## src/sv/itp_pkg.sv

```systemverilog
`timescale 1ns / 1ps
package itp_pkg;

	localparam int CORDIC_STEPS = 16;
	localparam int SQRT_STEPS   = 24;
	localparam int DIV_STEPS    = 29;
	localparam logic signed [15:0] ANGLE_LIM = 16'sd23040;
	localparam logic signed [32:0] ACC_LIM   = 33'sd11796480;

	localparam logic [1:0] CFG_REFRESH_RATE = 2'd0;
	localparam logic [1:0] CFG_PITCH_OFFSET = 2'd1;
	localparam logic [1:0] CFG_ROLL_OFFSET  = 2'd2;
	localparam logic [1:0] CFG_DEADBAND     = 2'd3;

	typedef struct packed {
		logic busy;
		logic done;
	} unit_sts_t;

	// atan(2^-i) in 2^-16 degree
	function automatic logic [21:0] atan_tab(input logic [4:0] i);
		logic [21:0] r;
		case (i)
			5'd0:    r = 22'd2949120;
			5'd1:    r = 22'd1740967;
			5'd2:    r = 22'd919879;
			5'd3:    r = 22'd466945;
			5'd4:    r = 22'd234379;
			5'd5:    r = 22'd117304;
			5'd6:    r = 22'd58666;
			5'd7:    r = 22'd29335;
			5'd8:    r = 22'd14668;
			5'd9:    r = 22'd7334;
			5'd10:   r = 22'd3667;
			5'd11:   r = 22'd1833;
			5'd12:   r = 22'd917;
			5'd13:   r = 22'd458;
			5'd14:   r = 22'd229;
			5'd15:   r = 22'd115;
			5'd16:   r = 22'd57;
			5'd17:   r = 22'd29;
			5'd18:   r = 22'd14;
			5'd19:   r = 22'd7;
			5'd20:   r = 22'd4;
			5'd21:   r = 22'd2;
			5'd22:   r = 22'd1;
			default: r = 22'd0;
		endcase
		return r;
	endfunction

endpackage

```

## src/sv/itp_cordic.sv

```systemverilog
`timescale 1ns / 1ps
module itp_cordic (
	input  logic               clk,
	input  logic               arst_n,
	input  logic               start,
	input  logic signed [33:0] x0,
	input  logic signed [33:0] y0,
	output itp_pkg::unit_sts_t sts,
	output logic signed [15:0] angle
);
	import itp_pkg::*;

	logic signed [36:0] x_q, y_q, dx, dy;
	logic signed [25:0] z_q, za;
	logic signed [17:0] zr;
	logic [4:0] i_q;
	logic busy_q, done_q;
	logic signed [15:0] angle_q;

	assign dx = x_q >>> i_q;
	assign dy = y_q >>> i_q;
	assign za = 26'(signed'({1'b0, atan_tab(i_q)}));
	assign zr = 18'((z_q + 26'sd128) >>> 8);

	always_ff @(posedge clk or negedge arst_n) begin
		if (!arst_n) begin
			busy_q <= 1'b0;
			done_q <= 1'b0;
			i_q    <= '0;
		end else begin
			done_q <= 1'b0;
			if (start) begin
				i_q <= '0;
				if (y0 == 34'sd0) begin
					angle_q <= 16'sd0;
					done_q  <= 1'b1;
				end else if (x0 == 34'sd0) begin
					angle_q <= (y0 > 34'sd0) ? ANGLE_LIM : -ANGLE_LIM;
					done_q  <= 1'b1;
				end else begin
					x_q    <= 37'(x0);
					y_q    <= 37'(y0);
					z_q    <= '0;
					busy_q <= 1'b1;
				end
			end else if (busy_q) begin
				if (i_q < 5'(CORDIC_STEPS)) begin
					if (y_q > 37'sd0) begin
						x_q <= x_q + dy;
						y_q <= y_q - dx;
						z_q <= z_q + za;
					end else begin
						x_q <= x_q - dy;
						y_q <= y_q + dx;
						z_q <= z_q - za;
					end
					i_q <= i_q + 5'd1;
				end else begin
					if (zr > 18'(ANGLE_LIM))
						angle_q <= ANGLE_LIM;
					else if (zr < -18'(ANGLE_LIM))
						angle_q <= -ANGLE_LIM;
					else
						angle_q <= zr[15:0];
					busy_q <= 1'b0;
					done_q <= 1'b1;
				end
			end
		end
	end

	assign sts.busy = busy_q;
	assign sts.done = done_q;
	assign angle    = angle_q;

endmodule

```

## src/sv/itp_div.sv

```systemverilog
`timescale 1ns / 1ps
module itp_div (
	input  logic               clk,
	input  logic               arst_n,
	input  logic               start,
	input  logic [16:0]        mag,
	input  logic [9:0]         den,
	output itp_pkg::unit_sts_t sts,
	output logic [28:0]        quo
);
	import itp_pkg::*;

	logic [28:0] dv_q;
	logic [9:0]  rem_q;
	logic [9:0]  den_q;
	logic [10:0] tr;
	logic [4:0]  cnt_q;
	logic busy_q, done_q;

	assign tr = {rem_q, dv_q[28]};

	always_ff @(posedge clk or negedge arst_n) begin
		if (!arst_n) begin
			busy_q <= 1'b0;
			done_q <= 1'b0;
			cnt_q  <= '0;
		end else begin
			done_q <= 1'b0;
			if (start) begin
				dv_q   <= {mag, 12'd0};
				rem_q  <= '0;
				den_q  <= den;
				cnt_q  <= '0;
				busy_q <= 1'b1;
			end else if (busy_q) begin
				if (tr >= {1'b0, den_q}) begin
					rem_q <= 10'(tr - {1'b0, den_q});
					dv_q  <= {dv_q[27:0], 1'b1};
				end else begin
					rem_q <= tr[9:0];
					dv_q  <= {dv_q[27:0], 1'b0};
				end
				cnt_q <= cnt_q + 5'd1;
				if (cnt_q == 5'(DIV_STEPS - 1)) begin
					busy_q <= 1'b0;
					done_q <= 1'b1;
				end
			end
		end
	end

	assign sts.busy = busy_q;
	assign sts.done = done_q;
	assign quo      = dv_q;

endmodule

```

## src/sv/imu_tilt_estimator.sv

```systemverilog
`timescale 1ns / 1ps
// Tilt estimator: each input word (accel x/y/z, gyro x/y) gives one output word with accel
// pitch/roll and gyro-integrated pitch/roll, all in 1/256 degree. From accept to output
// valid, a sample goes through squaring of accel y and z on one multiplier, a bit-by-bit
// square root, then two CORDIC vectoring passes on one shared CORDIC unit. The two gyro
// divides by refresh_rate run on one shared restoring divider alongside. Input is not ready
// while a sample is in work; a finished word waits in the output register while the next
// sample is taken. Config writes are always ready and must be issued while idle.
module imu_tilt_estimator (
	input  logic        clk,
	input  logic        arst_n,
	input  logic        s_tvalid,
	output logic        s_tready,
	input  logic [79:0] s_tdata,  // accel_x, accel_y, accel_z, gyro_x, gyro_y
	output logic        m_tvalid,
	input  logic        m_tready,
	output logic [71:0] m_tdata,  // accel_pitch, accel_roll, gyro_pitch[16:0], gyro_roll[16:0], pad
	input  logic        cfg_valid,
	output logic        cfg_ready,
	input  logic [1:0]  cfg_index,
	input  logic [15:0] cfg_data
);
	import itp_pkg::*;

	typedef enum logic [8:0] {
		ST_IDLE   = 9'b000000001,
		ST_SQA    = 9'b000000010,
		ST_SQB    = 9'b000000100,
		ST_SQRT   = 9'b000001000,
		ST_CP_GO  = 9'b000010000,
		ST_CP_WT  = 9'b000100000,
		ST_CR_GO  = 9'b001000000,
		ST_CR_WT  = 9'b010000000,
		ST_FIN    = 9'b100000000
	} state_t;

	state_t state_q;

	logic [9:0]  refresh_q;
	logic signed [15:0] poff_q, roff_q;
	logic [14:0] dband_q;
	logic signed [31:0] pacc_q, racc_q;

	logic signed [15:0] ax_q, ay_q, az_q, gx_q, gy_q;
	logic [31:0] sq_q;
	logic [47:0] v_q, res_q, bit_q, trial;
	logic [4:0]  cnt_q;

	logic signed [15:0] mul_a;
	logic signed [31:0] prod;
	logic [31:0] sq_sum;

	logic signed [16:0] dp, dr, rnum;
	logic [16:0] mp, mr, rden;
	logic div_sel_q, div_ok_q, div_start;
	logic [16:0] div_mag;
	logic [9:0]  rr;
	logic [28:0] quo;
	unit_sts_t div_sts, cor_sts;
	logic signed [29:0] qp_q, qr_q, quo_s;

	logic cor_start;
	logic signed [33:0] cx0, cy0;
	logic signed [15:0] cor_angle, pitch_q, roll_q;

	logic out_free, fin_go;
	logic signed [32:0] sp, sr, satp, satr, nap, nar;
	logic [15:0] magp, magr;
	logic signed [32:0] rgp, rgr;

	assign s_tready  = (state_q == ST_IDLE);
	assign cfg_ready = 1'b1;
	assign out_free  = !m_tvalid || m_tready;
	assign fin_go    = (state_q == ST_FIN) && div_ok_q && out_free;

	// shared multiplier for the two squares
	assign mul_a  = (state_q == ST_SQA) ? ay_q : az_q;
	assign prod   = mul_a * mul_a;
	assign sq_sum = sq_q + 32'(prod);

	assign trial = res_q + bit_q;

	assign dp   = 17'(gy_q) - 17'(poff_q);
	assign dr   = 17'(gx_q) - 17'(roff_q);
	assign mp   = dp[16] ? 17'(-dp) : 17'(dp);
	assign mr   = dr[16] ? 17'(-dr) : 17'(dr);
	assign rr   = (refresh_q == 10'd0) ? 10'd1 : refresh_q;
	assign div_start = (state_q == ST_SQA) || (div_sts.done && !div_sel_q);
	assign div_mag   = (state_q == ST_SQA) ? mp : mr;
	assign quo_s     = (div_sel_q ? dr[16] : dp[16]) ? -30'(quo) : 30'(quo);

	itp_div u_div (
		.clk    (clk),
		.arst_n (arst_n),
		.start  (div_start),
		.mag    (div_mag),
		.den    (rr),
		.sts    (div_sts),
		.quo    (quo)
	);

	assign rden = az_q[15] ? 17'(-17'(az_q)) : 17'(az_q);
	assign rnum = az_q[15] ? -17'(ay_q) : 17'(ay_q);
	assign cor_start = (state_q == ST_CP_GO) || (state_q == ST_CR_GO);
	assign cx0 = (state_q == ST_CR_GO) ? {1'b0, rden, 16'd0} : {2'b00, res_q[23:0], 8'd0};
	assign cy0 = (state_q == ST_CR_GO) ? {rnum[16], rnum, 16'd0}
	                                   : {{2{ax_q[15]}}, ax_q, 16'd0};

	itp_cordic u_cordic (
		.clk    (clk),
		.arst_n (arst_n),
		.start  (cor_start),
		.x0     (cx0),
		.y0     (cy0),
		.sts    (cor_sts),
		.angle  (cor_angle)
	);

	// integrators
	assign sp   = 33'(pacc_q) + 33'(qp_q);
	assign sr   = 33'(racc_q) + 33'(qr_q);
	assign satp = (sp > ACC_LIM) ? ACC_LIM : ((sp < -ACC_LIM) ? -ACC_LIM : sp);
	assign satr = (sr > ACC_LIM) ? ACC_LIM : ((sr < -ACC_LIM) ? -ACC_LIM : sr);
	assign magp = pitch_q[15] ? 16'(-pitch_q) : 16'(pitch_q);
	assign magr = roll_q[15] ? 16'(-roll_q) : 16'(roll_q);
	assign nap  = (magp < {1'b0, dband_q}) ? 33'sd0 : satp;
	assign nar  = (magr < {1'b0, dband_q}) ? 33'sd0 : satr;
	assign rgp  = (nap + 33'sd128) >>> 8;
	assign rgr  = (nar + 33'sd128) >>> 8;

	always_ff @(posedge clk or negedge arst_n) begin
		if (!arst_n) begin
			refresh_q <= 10'd100;
			poff_q    <= '0;
			roff_q    <= '0;
			dband_q   <= 15'd64;
		end else if (cfg_valid) begin
			case (cfg_index)
				CFG_REFRESH_RATE: refresh_q <= cfg_data[9:0];
				CFG_PITCH_OFFSET: poff_q    <= cfg_data;
				CFG_ROLL_OFFSET:  roff_q    <= cfg_data;
				CFG_DEADBAND:     dband_q   <= cfg_data[14:0];
				default: ;
			endcase
		end
	end

	always_ff @(posedge clk or negedge arst_n) begin
		if (!arst_n) begin
			state_q   <= ST_IDLE;
			pacc_q    <= '0;
			racc_q    <= '0;
			m_tvalid  <= 1'b0;
			div_sel_q <= 1'b0;
			div_ok_q  <= 1'b0;
			cnt_q     <= '0;
		end else begin
			if (fin_go)
				m_tvalid <= 1'b1;
			else if (m_tvalid && m_tready)
				m_tvalid <= 1'b0;
			if (div_sts.done) begin
				if (!div_sel_q) begin
					qp_q      <= quo_s;
					div_sel_q <= 1'b1;
				end else begin
					qr_q     <= quo_s;
					div_ok_q <= 1'b1;
				end
			end
			case (state_q)
				ST_IDLE: begin
					if (s_tvalid) begin
						ax_q      <= s_tdata[15:0];
						ay_q      <= s_tdata[31:16];
						az_q      <= s_tdata[47:32];
						gx_q      <= s_tdata[63:48];
						gy_q      <= s_tdata[79:64];
						div_sel_q <= 1'b0;
						div_ok_q  <= 1'b0;
						state_q   <= ST_SQA;
					end
				end
				ST_SQA: begin
					sq_q    <= 32'(prod);
					state_q <= ST_SQB;
				end
				ST_SQB: begin
					v_q     <= {sq_sum, 16'd0};
					res_q   <= '0;
					bit_q   <= 48'h4000_0000_0000;
					cnt_q   <= '0;
					state_q <= ST_SQRT;
				end
				ST_SQRT: begin
					if (v_q >= trial) begin
						v_q   <= v_q - trial;
						res_q <= (res_q >> 1) + bit_q;
					end else begin
						res_q <= res_q >> 1;
					end
					bit_q <= bit_q >> 2;
					cnt_q <= cnt_q + 5'd1;
					if (cnt_q == 5'(SQRT_STEPS - 1))
						state_q <= ST_CP_GO;
				end
				ST_CP_GO: state_q <= ST_CP_WT;
				ST_CP_WT: begin
					if (cor_sts.done) begin
						pitch_q <= cor_angle;
						state_q <= ST_CR_GO;
					end
				end
				ST_CR_GO: state_q <= ST_CR_WT;
				ST_CR_WT: begin
					if (cor_sts.done) begin
						roll_q  <= -cor_angle;
						state_q <= ST_FIN;
					end
				end
				ST_FIN: begin
					if (fin_go) begin
						pacc_q   <= 32'(nap);
						racc_q   <= 32'(nar);
						m_tdata  <= {6'd0, rgr[16:0], rgp[16:0], roll_q, pitch_q};
						state_q  <= ST_IDLE;
					end
				end
				default: state_q <= ST_IDLE;
			endcase
		end
	end

	a_acc_range: assert property (@(posedge clk) disable iff (!arst_n)
		(33'(pacc_q) <= ACC_LIM) && (33'(pacc_q) >= -ACC_LIM)
		&& (33'(racc_q) <= ACC_LIM) && (33'(racc_q) >= -ACC_LIM))
		else $error("accumulator out of range");

	a_fin_hold: assert property (@(posedge clk) disable iff (!arst_n)
		(state_q == ST_FIN && m_tvalid && !m_tready) |=> (state_q == ST_FIN))
		else $error("result overwritten while output stalled");

	a_busy_after_accept: assert property (@(posedge clk) disable iff (!arst_n)
		(s_tvalid && s_tready) |=> !s_tready)
		else $error("ready while sample in work");

	a_done_single: assert property (@(posedge clk) disable iff (!arst_n)
		(state_q == ST_FIN && div_ok_q && out_free) |=> (m_tvalid && state_q == ST_IDLE))
		else $error("finish did not produce output");

endmodule
```

## config.mk

```make
export PLATFORM = sky130hd
export DESIGN_NAME = imu_tilt_estimator
export DESIGN_NICKNAME = d
export VERILOG_FILES = /design/src/sv/itp_pkg.sv /design/src/sv/itp_cordic.sv /design/src/sv/itp_div.sv /design/src/sv/imu_tilt_estimator.sv
export SDC_FILE = /design/constraint.sdc
export NUM_CORES = 2
export LEC_CHECK = 0
export ABC_AREA = 0
export BUFFER_PORTS_ARGS = -buffer_cell sky130_fd_sc_hd__buf_2
export CAP_MARGIN = 20
export CELL_PAD_IN_SITES_DETAIL_PLACEMENT = 0
export CELL_PAD_IN_SITES_GLOBAL_PLACEMENT = 2
export CORE_ASPECT_RATIO = 0.6
export CORE_UTILIZATION = 42
export DETAILED_ROUTE_END_ITERATION = 8
export HOLD_SLACK_MARGIN = 0.06
export PLACE_DENSITY_LB_ADDON = 0.08
export REMOVE_ABC_BUFFERS = 1
export SYNTH_ARGS = -nofsm -noshare
export SYNTH_HDL_FRONTEND = slang
export SYNTH_SLANG_ARGS = --single-unit
```

## constraint.sdc

```tcl
create_clock -name clk -period 12.6 [get_ports clk]
set_input_delay 1.26 -clock clk [delete_from_list [all_inputs] [get_ports clk]]
set_output_delay 1.26 -clock clk [all_outputs]
set_load 0.05 [all_outputs]
```

Word-level counts from Yosys, hierarchy flattened
Memories as Yosys holds them, arrays and structs flattened.
Cells that the tools add are included.
Cells by class
  add/subtract/negate cells: 29
  multiply operators: 1
  div/mod/pow operators: 0
  magnitude comparators: 13
  equality and inequality tests: 24
  shift operators: 2
  muxes and demuxes: 91
  bitwise operators: 1
  reductions and logical operators: 39
Operator list (count)
  $mux 37: 12
  $pmux 48 s2: 3
  $mux 32: 6
  $mux 16: 11
  $mux 26: 6
  $mux 48: 2
  $mux 17: 5
  $pmux 9 s9: 1
  $add 37x37->37: 2
  $sshr 37x5->37: 2
  $sub 37x37->37: 2
  $logic_not 34->1: 2
  $add 32x30->33: 2
  $gt 33x25->1 const B: 2
  $lt 33x25->1 const B: 2
  $mux 29: 2
  $add 25x9->25 const B: 2
  $add 47x48->48: 1
  $add 48x48->48: 1
  $ge 48x48->1: 1
  $neg 16->16: 3
  $sub 48x48->48: 1
  $mux 9: 5
  $gt 37x1->1 const B: 1
  50 further kinds: 123
Word-level totals
  bits in registers: 731
  bits in latches: 0
  bits in writable memories: 0
  ROM bits: 704
  output and inout port bits: 75
  word-level logic and storage cells: 240
  memories: 1
Memory list
  (no name shown): depth 32, bits a word 22, read ports 1, clocked after memory_dff 0, write ports 0, line itp_pkg.sv:23  | case (i)

Depth between registers and ports, before layout
  depth in word-level cells: 8
  mapped depth: 44
  gate-level depth less buffers: 42

Modules after synthesis
A second synthesis with hierarchy kept.
Unflattened totals
  cells, all modules: 7166
  area, all modules: 66632.7 um^2
Modules (own cells, without submodules)
  imu_tilt_estimator: times used 1, cells each 4662, area an instance 44705.4 um^2, seq. area each 15140.8 um^2
  itp_cordic: times used 1, cells each 2252, area an instance 18920.6 um^2, seq. area each 3658.5 um^2
  itp_div: times used 1, cells each 252, area an instance 3006.6 um^2, seq. area each 1646.6 um^2

Worst setup path before layout
OpenSTA, ideal clock, no wires.
  path kind: register -> register
  start point: register state_q[8]
  end point: register v_q[46], data pin
  setup time: 0.267 ns
  arrival time: 9.244 ns
  data required time: 12.333 ns
  path slack: 3.089 ns
  stages on the path, launching flop included: 42
  path buffers: 1
  cells stage by stage: dfrtp_1 > or4_1 > nor3_1 > and3_1 > clkbuf_1 > mux2i_1 > clkinv_1 > nand2_1 > inv_1 > fa_1 > inv_1 > fa_1 > fa_1 > inv_1 > fa_1 > fa_1 > inv_1 > fa_1 > [... 6 more ...] > nand2_1 > o211ai_1 > nand2_1 > xnor2_1 > ha_1 > a21o_1 > a21o_1 > a21o_1 > a21o_1 > a21o_1 > a21oi_1 > o31ai_1 > a211oi_1 > nor2_1 > o41ai_1 > xnor2_1 > nand2_1 > o21ai_0
On the way
  longest elaborated chain between the ends: 5
  elaborated cells on any way between the ends: 7
RTL lines
  start: declaration: line imu_tilt_estimator.sv:37  | state_t state_q;
  start signal: assignment: line imu_tilt_estimator.sv:150  | state_q <= ST_IDLE;
  start signal: assignment: line imu_tilt_estimator.sv:181  | state_q <= ST_SQA;
  start signal: assignment: line imu_tilt_estimator.sv:186  | state_q <= ST_SQB;
  $eq 9x2->1: line imu_tilt_estimator.sv:77  | assign mul_a = (state_q == ST_SQA) ? ay_q : az_q;
  $mux 16: line imu_tilt_estimator.sv:77
  $mul 16x16->32: line imu_tilt_estimator.sv:78  | assign prod = mul_a * mul_a;
  net prod[19]: line imu_tilt_estimator.sv:50  | logic signed [31:0] prod;
  $add 32x32->32: line imu_tilt_estimator.sv:79  | assign sq_sum = sq_q + 32'(prod);
  $pmux 48 s2: line imu_tilt_estimator.sv:171  | case (state_q)
  end signal: assignment: line imu_tilt_estimator.sv:189  | v_q <= {sq_sum, 16'd0};
  end signal: assignment: line imu_tilt_estimator.sv:197  | v_q <= v_q - trial;
  end: declaration: line imu_tilt_estimator.sv:46  | logic [47:0] v_q, res_q, bit_q, trial;
The timed path passes the listed nets, and every way through them passes these cells.
A chain may end at the register's enable or synchronous reset.

Worst setup path in the final report
  start point: register state_q[8]
  end point: register v_q[47], data pin
Same word-level chain as after synthesis.

==> results.py <==
metrics = {
    "clock_network": {
        "cts_sinks": 706,
        "cts_tree": "built",
        "holdBufCountCts": 0,
        "post_cts_resized": 0,
        "post_cts.repair.setup_buffers": 0,
        "worstSkewPairLatency_ns": 0.72,
        "cts_buffers": 79,
        "cts-root-buf": "clkbuf_16",
        "clk_path_buf_depth": 3,
        "cts_max_level": 3,
        "cts.clk_slew.worst_paths_ns": 0.07,
    },
    "die": {
        "die_area_sq_mm": 0.151,
        "fp.coreArea_sq_mm": 0.148,
        "rows": 109,
        "fp.dieW_microns": 502,
        "initial_core_util": 0.425,
        "fp.dieH_microns": 302,
        "ios": 178,
    },
    "setup_path": {
        "cpMostUsedCell": "fa_1",
        "cp_slowest_cell": "and3_2",
        "regToRegStartpoint": "state_q[8]$_DFFE_PN0P_",
        "required_ns": 13.03,
        "arrival_ns": 11.39,
        "endpoint_kind": "flip-flop",
        "start_kind": "flip-flop",
        "critPathMaxFanout": 32,
        "critPathKind": "reg2reg",
        "critical_path.startpoint": "state_q[8]$_DFFE_PN0P_",
        "slowest_delay_ns": 0.81,
        "r2r_cells": 35,
    },
    "timing": {
        "relSlewSlack": 0.186,
        "max_freq_mhz": 91.2,
        "maxSlewViolCount": 0,
        "finClkSkew_ns": 0.0620,
        "final.period_utilization": 0.870,
        "layout_min_cycle_time_ns": 10.96,
        "rsz0062_at_grt": "false",
        "tns_ns": 0,
        "finalHoldViolCount": 0,
        "max_slew.worst_pin.slew_ns": 1.21,
        "fin_ws_ns": 1.64,
        "setup_viol": 0,
    },
    "min_path": {
        "min_path_type": "reg2reg",
        "hp-start": "pacc_q[22]$_DFFE_PN0P_",
        "worstHoldPathCells": 2,
    },
    "place": {
        "dp_hpwl_mm": 150,
        "io_buffers": 170,
        "gp_congestion": 0.914,
        "place_area_sq_mm": 0.0659,
        "place_ws_ns": 1.72,
    },
    "run": {
        "cap_violations": 0,
    },
    "yosys": {
        "synth_top_family_by_area": "adder cells",
        "syn_avg_cell_area_sq_um": 9.49,
        "synthFlopType": "edfxtp_1",
        "synth_area_sq_mm": 0.0629,
        "synthSimpleGateAreaFrac": 0.148,
        "synth_mux_area_frac": 0.0629,
        "synth-xor-area-share": 0.0856,
        "ys_seq_area_frac": 0.325,
        "synthDistinctLibCells": 111,
        "synth_compound_area_frac": 0.158,
        "ys_warn_count": 0,
        "async_flop_share": 0.215,
        "synth_seq_cells": 706,
        "synth_cells": 6628,
        "synth-adder-area-share": 0.172,
        "synth_edf_count": 554,
    },
    "routing": {
        "vias": 49523,
        "drtIter0Drc": 4393,
        "first_pass_iters": 7,
        "drc_errors": 0,
        "wl_per_cell_microns": 21.7,
        "routed_wl_mm": 191,
        "via_per_inst": 5.64,
        "ant_nets": 0,
    },
    "layout": {
        "fin_area_sq_mm": 0.0686,
        "layout-drive-gt1-share": 0.0965,
        "fin_util": 0.464,
        "fill_cells": 14100,
        "mostFrequentLayoutCell": "nand2_1",
        "layout_common_cells": "nand2_1, nor2_1, edfxtp_1",
        "nNetsFinal": 7530,
        "syn2layout_area_growth_pct": 9.07,
        "multiInputGateArea_sq_mm": 0.0395,
        "ff_latch_area_sq_mm": 0.0205,
    },
    "grt": {
        "grt_first_pass_wirelength_mm": 289,
        "grt_pass1_vias": 46069,
        "grt_usage": 0.249,
        "grt-ovfl-total": 0,
        "grt_start_max_net_pins": 76,
        "antenna_found_initial": 5,
    },
    "outcome": {
        "status": "finished clean",
    },
}
-- state kept, by name (all words and copies together), names as in the netlist, 24 cells and up --
signal and flops:
racc_q 32, bit_q 24, u_div.quo 29, sq_q 31
qr_q 30, pacc_q 32, u_cordic.z_q 26, u_cordic.y_q 37
m_tdata 66, u_cordic.x_q 37, res_q 48, qp_q 30
v_q 48
-- synth_stat cells, drive strengths merged, types with 26 or more instances --
master  count  area [sq um]
nand2b     71           444
nor2      612          2300
nor4       43           288
xnor2     339          2990
a21oi     436          2190
o21a       51           384
edfxtp    554         16600
o21bai     71           533
mux4      103          2320
a21o      159          1190
or3        59           369
o211ai     33           253
mux2       79           890
nand2     625          2350
nand4      55           344
or2        26           163
xor2      274          2400
and2       34           213
a31oi      77           482
a21boi     26           195
o31ai      64           494
nor3      142           726
ha        470          5880
nand3     105           526
inv       532          2000
fa        246          4920
buf        79           407
dfrtp     147          3680
nor2b      70           438
and3       76           475
clkbuf    163           612
o21ai     352          1780
mux2i      75           751
a211oi     63           478
-- per-stage QoR --
| step | hold slack (ns) | std cells |
|---|---|---|
| 2_1_floorplan | 0.443 | 6391 |
| 5_1_grt | 0.501 | 8778 |
| 4_1_cts | 0.481 | 8772 |
| 6_report | 0.476 | 8778 |
| 3_5_place_dp | 0.466 | 8624 |
| 3_3_place_gp | 0.463 | 8623 |
-- final cells by class --
type	count	area share
Multi-Input combinational cell	5145	0.576
Sequential cell	706	0.298
Tap cell	1998	0.0364
Clock buffer	99	0.0306
Inverter	540	0.0296
Timing Repair Buffer	239	0.0203
Clock inverter	49	0.00848
Antenna cell	2	0.0000729
-- worst paths after layout --
path,to,slack (ns)
hold reg to reg,pacc_q[22]$_DFFE_PN0P_,0.48
setup / recovery,v_q[47]$_DFFE_PP_,1.64
setup reg to reg,v_q[47]$_DFFE_PP_,1.64
max in group asynchronous,dband_q[9]$_DFFE_PN0P_,10.73
min in group asynchronous,pacc_q[15]$_DFFE_PN0P_,0.51
hold / removal,pacc_q[22]$_DFFE_PN0P_,0.48
-- kinds of logic (layout without fill, tap and decap cells) --
logic type,after synthesis,count (layout)
flip-flops,706,706
AND/OR/NAND/NOR,2001,2001
AO/OA/AOI/OAI,1551,1551
XOR/XNOR,613,613
other,2,9
adder cells (fa/ha/maj),716,716
buffers and inverters,782,927
multiplexers,257,257
-- critical path: cells and delay by family (launching register included) --
| kind | cells | cell delay, ns |
|---|---|---|
| buffers and inverters | 6 | 0.75 |
| and+or+nand+nor | 7 | 2.63 |
| DFF | 1 | 0.44 |
| AOI/OAI and AO/OA | 12 | 2.51 |
| xor gates and xnor gates | 2 | 0.39 |
| adders and majority gates | 8 | 3.93 |
-- layer usage --
| metal | track usage | vias up | share of wire | wire, microns |
|---|---|---|---|---|
| li1 | - | 23911 | - | - |
| met1 | 0.412 | 23930 | 0.53 | 102000 |
| met2 | 0.318 | 1529 | 0.37 | 70800 |
| met3 | 0.0586 | 151 | 0.079 | 15000 |
| met4 | 0.0434 | 2 | 0.015 | 2850 |
| met5 | 0 | - | 0.000068 | 13 |
Power is left out: the tool's default activity adds up to more than one toggle a clock period on the data nets, which glitch-free logic cannot reach.
